==> src/rtl/core/rmcs_pkg.sv <==
// Shared types, constants and phase codes for the run-length mask decoder.
package rmcs_pkg;

  localparam int CW = 12;
  localparam int RXW = CW + 1;
  localparam int SPW = CW + 2;
  localparam int RUNW = 10;
  localparam int IN_DW = 8;
  localparam int OUT_DW = ((4 * CW + 7) / 8) * 8;
  localparam int CFG_IW = 3;
  localparam int NSLOT = 4;

  localparam logic [RUNW-1:0] ESC1_BASE = RUNW'(255);
  localparam logic [RUNW-1:0] ESC2_BASE = RUNW'(511);
  localparam logic [IN_DW-1:0] HDR_FIXED_OPAQUE = 8'h80;

  localparam logic [CW-1:0] RST_SURF_W = CW'(640);
  localparam logic [CW-1:0] RST_SURF_H = CW'(480);
  localparam logic [CW-1:0] RST_VIEW_W = CW'(640);
  localparam logic [CW-1:0] RST_VIEW_H = CW'(480);

  typedef enum logic [CFG_IW-1:0] {
    REG_SURF_W = 3'd0,
    REG_SURF_H = 3'd1,
    REG_VIEW_L = 3'd2,
    REG_VIEW_T = 3'd3,
    REG_VIEW_W = 3'd4,
    REG_VIEW_H = 3'd5
  } reg_idx_t;

  typedef enum logic [2:0] {
    PH_FRAME = 3'd0,
    PH_ROW   = 3'd1,
    PH_RUN   = 3'd2,
    PH_ESC1  = 3'd3,
    PH_ESC2  = 3'd4
  } phase_t;

  typedef struct packed {
    logic [CW-1:0] surf_w;
    logic [CW-1:0] surf_h;
    logic [CW-1:0] view_l;
    logic [CW-1:0] view_t;
    logic [CW-1:0] view_w;
    logic [CW-1:0] view_h;
  } cfg_t;

  typedef struct packed {
    logic [CW-1:0] top;
    logic [CW-1:0] rows;
    logic [CW-1:0] left;
    logic [CW-1:0] length;
    logic          opaque;
  } rect_t;

  typedef struct packed {
    rect_t [NSLOT-1:0] rects;
    logic [NSLOT-1:0]  valid;
    logic              ended;
  } dec_out_t;

endpackage

==> src/rtl/core/rmcs_cfg_regs.sv <==
// Configuration register file for the run-length mask decoder.
module rmcs_cfg_regs import rmcs_pkg::*; (
  input  logic              clk,
  input  logic              rst_n,
  input  logic              cfg_valid,
  output logic              cfg_ready,
  input  logic [CFG_IW-1:0] cfg_index,
  input  logic [CW-1:0]     cfg_data,
  output cfg_t              cfg
);

  cfg_t cfg_r;

  assign cfg_ready = 1'b1;
  assign cfg = cfg_r;

  always_ff @(posedge clk) begin
    if (!rst_n) begin
      cfg_r.surf_w <= RST_SURF_W;
      cfg_r.surf_h <= RST_SURF_H;
      cfg_r.view_l <= '0;
      cfg_r.view_t <= '0;
      cfg_r.view_w <= RST_VIEW_W;
      cfg_r.view_h <= RST_VIEW_H;
    end else if (cfg_valid) begin
      case (cfg_index)
        REG_SURF_W: cfg_r.surf_w <= cfg_data;
        REG_SURF_H: cfg_r.surf_h <= cfg_data;
        REG_VIEW_L: cfg_r.view_l <= cfg_data;
        REG_VIEW_T: cfg_r.view_t <= cfg_data;
        REG_VIEW_W: cfg_r.view_w <= cfg_data;
        REG_VIEW_H: cfg_r.view_h <= cfg_data;
        default: ;
      endcase
    end
  end

endmodule

==> src/rtl/core/rmcs_decoder.sv <==
// Decode state and per-byte rectangle generation.
module rmcs_decoder import rmcs_pkg::*; (
  input  logic             clk,
  input  logic             rst_n,
  input  logic             step,
  input  logic [IN_DW-1:0] mask_byte,
  input  cfg_t             cfg,
  output dec_out_t         dec
);

  phase_t          phase_r, phase_nxt;
  logic [CW-1:0]   row_r, row_nxt;
  logic [RXW-1:0]  run_x_r, run_x_nxt;
  logic            pol_r, pol_nxt;
  logic            tog_r, tog_nxt;

  logic            is_frame, is_hdr, is_run;
  logic [RUNW-1:0] run_len;
  logic [CW-1:0]   row_base, cur_row;
  logic [CW-1:0]   eff_h;
  logic [CW:0]     row_inc;
  logic [SPW-1:0]  sw_x, start, right, fill_room;
  logic [RXW-1:0]  run_x_sum, run_x_after;
  logic [CW-1:0]   fill, th, lw;
  logic [CW:0]     bottom;
  logic            end_row, end_frame;
  logic            run_pol;

  always_comb begin
    is_frame = 1'b0;
    is_hdr = 1'b0;
    is_run = 1'b0;
    run_len = '0;
    case (phase_r)
      PH_ROW: is_hdr = 1'b1;
      PH_RUN: begin
        is_run = (mask_byte != '0);
        run_len = RUNW'(mask_byte);
      end
      PH_ESC1: begin
        is_run = (mask_byte != '0);
        run_len = ESC1_BASE + RUNW'(mask_byte);
      end
      PH_ESC2: begin
        is_run = 1'b1;
        run_len = ESC2_BASE + RUNW'(mask_byte);
      end
      default: begin
        is_frame = 1'b1;
        is_hdr = 1'b1;
      end
    endcase
  end

  assign row_base = is_frame ? '0 : row_r;
  assign cur_row = cfg.view_t + row_base;
  assign eff_h = (cfg.view_h == '0) ? CW'(1) : cfg.view_h;
  assign row_inc = {1'b0, row_base} + (CW+1)'(1);
  assign bottom = {1'b0, cfg.view_t} + {1'b0, eff_h};

  assign sw_x = SPW'(cfg.surf_w);
  assign start = SPW'(cfg.view_l) + SPW'(run_x_r);
  assign fill_room = sw_x - start;
  assign fill = (fill_room > SPW'(run_len)) ? CW'(run_len) : fill_room[CW-1:0];
  assign run_x_sum = run_x_r + RXW'(run_len);
  assign run_x_after = is_hdr ? '0 : (is_run ? run_x_sum : run_x_r);
  assign right = SPW'(cfg.view_l) + SPW'(run_x_after);

  assign th = (cfg.view_t < cfg.surf_h) ? cfg.view_t : cfg.surf_h;
  assign lw = (cfg.view_l < cfg.surf_w) ? cfg.view_l : cfg.surf_w;
  assign run_pol = pol_r;

  assign end_row = (is_hdr && cfg.view_w == '0) ||
                   (is_run && run_x_sum >= RXW'(cfg.view_w));
  assign end_frame = end_row && (row_inc >= {1'b0, eff_h});

  always_comb begin
    dec.rects[0].top = '0;
    dec.rects[0].rows = th;
    dec.rects[0].left = '0;
    dec.rects[0].length = cfg.surf_w;
    dec.rects[0].opaque = 1'b1;
    dec.valid[0] = is_frame && th != '0 && cfg.surf_w != '0;

    dec.rects[1].top = cur_row;
    dec.rects[1].rows = CW'(1);
    if (is_hdr) begin
      dec.rects[1].left = '0;
      dec.rects[1].length = lw;
      dec.rects[1].opaque = 1'b1;
      dec.valid[1] = lw != '0;
    end else begin
      dec.rects[1].left = start[CW-1:0];
      dec.rects[1].length = fill;
      dec.rects[1].opaque = run_pol;
      dec.valid[1] = is_run && sw_x > start;
    end

    dec.rects[2].top = cur_row;
    dec.rects[2].rows = CW'(1);
    dec.rects[2].left = right[CW-1:0];
    dec.rects[2].length = CW'(sw_x - right);
    dec.rects[2].opaque = 1'b1;
    dec.valid[2] = end_row && sw_x > right;

    dec.rects[3].top = bottom[CW-1:0];
    dec.rects[3].rows = CW'({1'b0, cfg.surf_h} - bottom);
    dec.rects[3].left = '0;
    dec.rects[3].length = cfg.surf_w;
    dec.rects[3].opaque = 1'b1;
    dec.valid[3] = end_frame && {1'b0, cfg.surf_h} > bottom && cfg.surf_w != '0;

    dec.ended = end_frame;
  end

  always_comb begin
    phase_nxt = phase_r;
    row_nxt = row_base;
    run_x_nxt = run_x_after;
    pol_nxt = pol_r;
    tog_nxt = tog_r;
    if (is_hdr) begin
      pol_nxt = mask_byte[IN_DW-1];
      tog_nxt = (mask_byte != '0) && (mask_byte != HDR_FIXED_OPAQUE);
      phase_nxt = PH_RUN;
    end else if (is_run) begin
      if (tog_r) begin
        pol_nxt = !pol_r;
      end
      phase_nxt = PH_RUN;
    end else if (phase_r == PH_RUN) begin
      phase_nxt = PH_ESC1;
    end else begin
      phase_nxt = PH_ESC2;
    end
    if (end_row) begin
      run_x_nxt = '0;
      if (end_frame) begin
        row_nxt = '0;
        phase_nxt = PH_FRAME;
      end else begin
        row_nxt = row_inc[CW-1:0];
        phase_nxt = PH_ROW;
      end
    end
  end

  always_ff @(posedge clk) begin
    if (!rst_n) begin
      phase_r <= PH_FRAME;
      row_r <= '0;
      run_x_r <= '0;
      pol_r <= 1'b0;
      tog_r <= 1'b0;
    end else if (step) begin
      phase_r <= phase_nxt;
      row_r <= row_nxt;
      run_x_r <= run_x_nxt;
      pol_r <= pol_nxt;
      tog_r <= tog_nxt;
    end
  end

endmodule

==> src/rtl/core/rmcs_out_buf.sv <==
// Result register holding up to four rectangles of one byte and sending them in order.
module rmcs_out_buf import rmcs_pkg::*; (
  input  logic              clk,
  input  logic              rst_n,
  input  logic              load,
  input  dec_out_t          dec,
  output logic              can_load,
  output logic              out_tvalid,
  input  logic              out_tready,
  output logic [OUT_DW-1:0] out_tdata,
  output logic [1:0]        out_tuser,
  output logic              out_tlast
);

  rect_t            slot_r [NSLOT];
  logic [NSLOT-1:0] pend_r, pend_nxt;
  logic             ended_r;
  logic [1:0]       head;
  logic [NSLOT-1:0] rest;
  logic             is_last;
  rect_t            cur;

  always_comb begin
    head = 2'd3;
    for (int i = NSLOT - 1; i >= 0; i--) begin
      if (pend_r[i]) begin
        head = 2'(i);
      end
    end
  end

  always_comb begin
    rest = pend_r;
    rest[head] = 1'b0;
  end

  assign is_last = (rest == '0);
  assign cur = slot_r[head];
  assign out_tvalid = (pend_r != '0);
  assign out_tlast = is_last;
  assign out_tuser = {ended_r && is_last, cur.opaque};
  assign out_tdata = OUT_DW'({cur.length, cur.left, cur.rows, cur.top});
  assign can_load = !out_tvalid || (out_tready && is_last);

  always_comb begin
    pend_nxt = pend_r;
    if (load) begin
      pend_nxt = dec.valid;
    end else if (out_tvalid && out_tready) begin
      pend_nxt = rest;
    end
  end

  always_ff @(posedge clk) begin
    if (!rst_n) begin
      pend_r <= '0;
    end else begin
      pend_r <= pend_nxt;
    end
  end

  always_ff @(posedge clk) begin
    if (load) begin
      for (int i = 0; i < NSLOT; i++) begin
        slot_r[i] <= dec.rects[i];
      end
      ended_r <= dec.ended;
    end
  end

endmodule

==> src/rtl/core/rle_mask_to_coverage_spans_top.sv <==
// Top level of the run-length mask to coverage rectangle decoder.
//
//   channel | direction | transfer when            | payload
//   in_     | input     | in_tvalid & in_tready    | tdata[7:0] mask byte
//   out_    | output    | out_tvalid & out_tready  | tdata rectangle, tuser flags, tlast
//   cfg_    | input     | cfg_valid & cfg_ready    | cfg_index register, cfg_data value
//
// A byte is decoded in the cycle it is transferred and its rectangles appear in the next cycle.
// A byte's rectangles (0 to 4 of them) hold the result register until the last one is taken,
// so a stream of single-result bytes runs at one byte per clock while out_tready stays high.
// Reset clears the decode state and pending rectangles and loads the register defaults; nothing else needs clearing.
// A stalled output holds its rectangle; input is refused until the last one is taken.
module rle_mask_to_coverage_spans_top import rmcs_pkg::*; (
  input  logic              clk,
  input  logic              rst_n,
  input  logic              in_tvalid,
  output logic              in_tready,
  input  logic [IN_DW-1:0]  in_tdata,   // [7:0] mask_byte
  output logic              out_tvalid,
  input  logic              out_tready,
  output logic [OUT_DW-1:0] out_tdata,  // [11:0] rect_top, [23:12] rect_rows,
                                        // [35:24] rect_left, [47:36] rect_length
  output logic [1:0]        out_tuser,  // [0] opaque, [1] frame_end
  output logic              out_tlast,
  input  logic              cfg_valid,
  output logic              cfg_ready,
  input  logic [CFG_IW-1:0] cfg_index,
  input  logic [CW-1:0]     cfg_data
);

  cfg_t     cfg;
  dec_out_t dec;
  logic     can_load;
  logic     step;

  assign in_tready = can_load;
  assign step = in_tvalid && can_load;

  rmcs_cfg_regs u_cfg (
    .clk       (clk),
    .rst_n     (rst_n),
    .cfg_valid (cfg_valid),
    .cfg_ready (cfg_ready),
    .cfg_index (cfg_index),
    .cfg_data  (cfg_data),
    .cfg       (cfg)
  );

  rmcs_decoder u_dec (
    .clk       (clk),
    .rst_n     (rst_n),
    .step      (step),
    .mask_byte (in_tdata),
    .cfg       (cfg),
    .dec       (dec)
  );

  rmcs_out_buf u_out (
    .clk        (clk),
    .rst_n      (rst_n),
    .load       (step),
    .dec        (dec),
    .can_load   (can_load),
    .out_tvalid (out_tvalid),
    .out_tready (out_tready),
    .out_tdata  (out_tdata),
    .out_tuser  (out_tuser),
    .out_tlast  (out_tlast)
  );

  a_in_only_at_last: assert property (@(posedge clk) disable iff (!rst_n)
    in_tvalid && in_tready |-> !out_tvalid || (out_tready && out_tlast))
    else $error("input transfer while earlier rectangles remain");

  a_frame_end_last: assert property (@(posedge clk) disable iff (!rst_n)
    out_tvalid && out_tuser[1] |-> out_tlast)
    else $error("frame end flagged on a rectangle that is not the last of its byte");

  a_no_empty_rect: assert property (@(posedge clk) disable iff (!rst_n)
    out_tvalid |-> out_tdata[2*CW-1:CW] != '0 && out_tdata[4*CW-1:3*CW] != '0)
    else $error("zero-size rectangle sent");

endmodule

==> config.mk <==
export PLATFORM = sky130hd
export DESIGN_NAME = rle_mask_to_coverage_spans_top
export DESIGN_NICKNAME = d
export VERILOG_FILES = /design/src/rtl/core/rmcs_pkg.sv /design/src/rtl/core/rmcs_cfg_regs.sv /design/src/rtl/core/rmcs_decoder.sv /design/src/rtl/core/rmcs_out_buf.sv /design/src/rtl/core/rle_mask_to_coverage_spans_top.sv
export SDC_FILE = /design/constraint.sdc
export NUM_CORES = 1
export LEC_CHECK = 0
export ABC_AREA = 1
export BUFFER_PORTS_ARGS = -buffer_cell sky130_fd_sc_hd__buf_2
export CAP_MARGIN = 25
export CORE_UTILIZATION = 62
export CTS_BUF_LIST = sky130_fd_sc_hd__clkbuf_4 sky130_fd_sc_hd__clkbuf_8
export DETAILED_ROUTE_END_ITERATION = 10
export GPL_ROUTABILITY_DRIVEN = 0
export PLACE_DENSITY = 0.87
export SLEW_MARGIN = 15
export SYNTH_ARGS = -nofsm -noshare
export SYNTH_HDL_FRONTEND = slang
export SYNTH_HIERARCHICAL = 1
export SYNTH_SLANG_ARGS = --single-unit
==> constraint.sdc <==
create_clock -name clk -period 16.1 [get_ports clk]
set_input_delay 3.22 -clock clk [delete_from_list [all_inputs] [get_ports clk]]
set_output_delay 3.22 -clock clk [all_outputs]
set_load 0.01 [all_outputs]
==> results.cfg <==
[status]
status = completed

[final_layout]
synthToLayoutAreaGrowth_pct = 6.09
fin_cells = 2923
layout-drive-gt1-share = 0.108
nFillCells = 2405
fin_nets = 2666
finalInstanceArea_sq_um = 21300
final_cell_mix = nand2_1 (481), inv_1 (274), nor2_1 (259)
final_common_cell = nand2_1

[setup_path]
start_kind = input port
crit_path_max_fanout = 5
arrival_ps = 8430
crit_slowest_cell = a21boi_0
max_stage_delay_ps = 430
end_kind = flip-flop
required_ps = 16390
crit_type = in -> reg

[sta]
rsz0062_at_grt = false
worstMarginPinSlew_ps = 953
finClkSkew_ps = 48.1
setup_ws_ps = 7960
max_freq_mhz = 123
final.setup.tns_ps = 0
setup_viol = 0
finalHoldViolations = 0
fin_crit_ps = 8140
finalMaxSlewViolations = 0
post-route-period-util = 0.506
max_slew_margin = 0.365

[logic_synthesis]
syn_area_per_cell_sq_um = 8.15
yosysTopAreaCell = edfxtp_1
yosys_most_used_dff = edfxtp_1
synth_edf_count = 197
netlist_area_sq_um = 20100
synth_cell_types = 62
netlist.area_leader.share = 0.295
ys_ff_latch = 303
synthesis.instances = 2460
yosysSeqAreaShare = 0.401
synth_area_leaders = edfxtp_1 (29%), dfxtp_1 (11%), ha_1 (9.5%)
async_flop_share = 0
yosysWarnings = 6

[clock_tree]
postCtsSetupBuffers = 0
cts_sinks = 303
tritoncts = yes
cts_buffer_depth = 3
numCtsBuffers = 49
cts_hold_buf = 0
cts_root_buf = clkbuf_8
clk-insertion-delay-late_ps = 600
cts_resized = 0
cts.htree.levels = 2
clk_pin_slew_ps = 60

[place]
post_dp_cell_area_sq_um = 20100
numPlacedInstances = 2828
place_ws_ps = 7810
hpwlAfterDp_microns = 38300
port_buffers = 80

[floorplanning]
die_y_microns = 182
core_area_sq_um = 31700
initial_utilization = 0.632
die_w_microns = 182
rows = 65
die_area_sq_um = 33100
io_pins = 82

[detailed_routing]
vias = 17300
wirelength_microns = 52600
wl_per_cell_microns = 18.0
drt_iter0_drc = 2429
viasPerCell = 5.93
dr.pass1.iters = 6
antenna_left = 0
drc = 0

[grt]
overflow = 0
antenna_found_initial = 4
grt_pass1_wl_microns = 82200
grt_use_total = 0.314
grt_start_max_net_pins = 107
grt_pass1_vias = 16000

[power]
leakagePower_nw = 9.71
powerDensity_nw_per_um2 = 108
peakVddDrop_uv = 85.1

[run]
cap_violations = 0

[min_path]
hp-class = reg -> reg
## sequential cells by signal, indices dropped and copies added, names as in the netlist
register,flops
u_cfg/cfg,72
u_dec/pol_r,1
u_dec/phase_r,3
u_out/slot_r,196
u_out/pend_r,4
u_out/ended_r,1
u_dec/tog_r,1
u_dec/row_r,12
u_dec/run_x_r,13
## cells by family (layout without fill, tap and decap cells)
logic type / after synthesis / in the layout / share of synthesized area
compound gates: 371 / 371 / 0.110
xor+xnor: 92 / 92 / 0.0405
fa+ha+maj: 160 / 160 / 0.103
buf+inv: 475 / 472 / 0.114
flops: 303 / 303 / 0.401
mux: 1 / 1 / 0.000499
other cells: 3 / 67 / 0.000561
simple gates: 1055 / 1055 / 0.231
## final timing paths
kind / slack [ps] / cells past startpoint / endpoint / start
setup / recovery: 7960 / 29 / u_out/slot_r[2][12] / in_tdata[0]
hold / removal: 460 / 2 / u_dec/row_r[3] / u_dec/row_r[3]
setup reg to reg: 10020 / 27 / u_out/slot_r[2][12] / u_dec/phase_r[1]
hold reg to reg: 460 / 2 / u_dec/row_r[3] / u_dec/row_r[3]
## per-layer routing
layer	GRT usage	vias to the layer above	part of all wire
li1	-	8082	-
met2	0.495	1151	0.45
met5	0	-	0.00025
met4	0.132	2	0.038
met1	0.422	7921	0.40
met3	0.0634	189	0.12
## worst max-delay path, delay by kind of cell
family	cells	cell delay (ps)
buf+inv	5	380
xor+xnor	4	590
compound gates	10	2270
simple gates	6	660
fa+ha+maj	4	1320
## stage by stage
stage	power [mW]	utilization	hold WS, ps
6_report	2.30	0.671	464
5_1_grt	2.40	0.671	477
4_1_cts	2.29	0.670	465
3_5_place_dp	1.53	0.634	456
3_3_place_gp	1.51	0.633	440
2_1_floorplan	1.39	-	429
## area by class of cell
class	count	area, sq um	area share
clock inverters	15	189	0.00888
inverters	292	1110	0.0523
repair buffers	89	500	0.0235
clock buffers	76	965	0.0453
well taps	402	503	0.0236
diodes	3	7.51	0.000353
multi-input cells	1743	9960	0.468
flip-flops and latches	303	8040	0.378
## synthesized netlist by cell type, types with 44 or more instances
master	number
edfxtp_1	197
dfxtp_1	106
o211ai_1	47
buf_4	109
o21ai_0	119
nor2_1	259
a21oi_1	119
inv_1	275
xor2_1	69
nand2_1	481
ha_1	152
clkbuf_1	44
nand3_1	197
## report_power, final
group | switching, mW | internal [mW]
combinational | 0.382 | 0.178
sequential | 0.0391 | 0.934
clock | 0.315 | 0.449
total | 0.736 | 1.56
No activity file was read; power rests on OpenSTA's default activity.
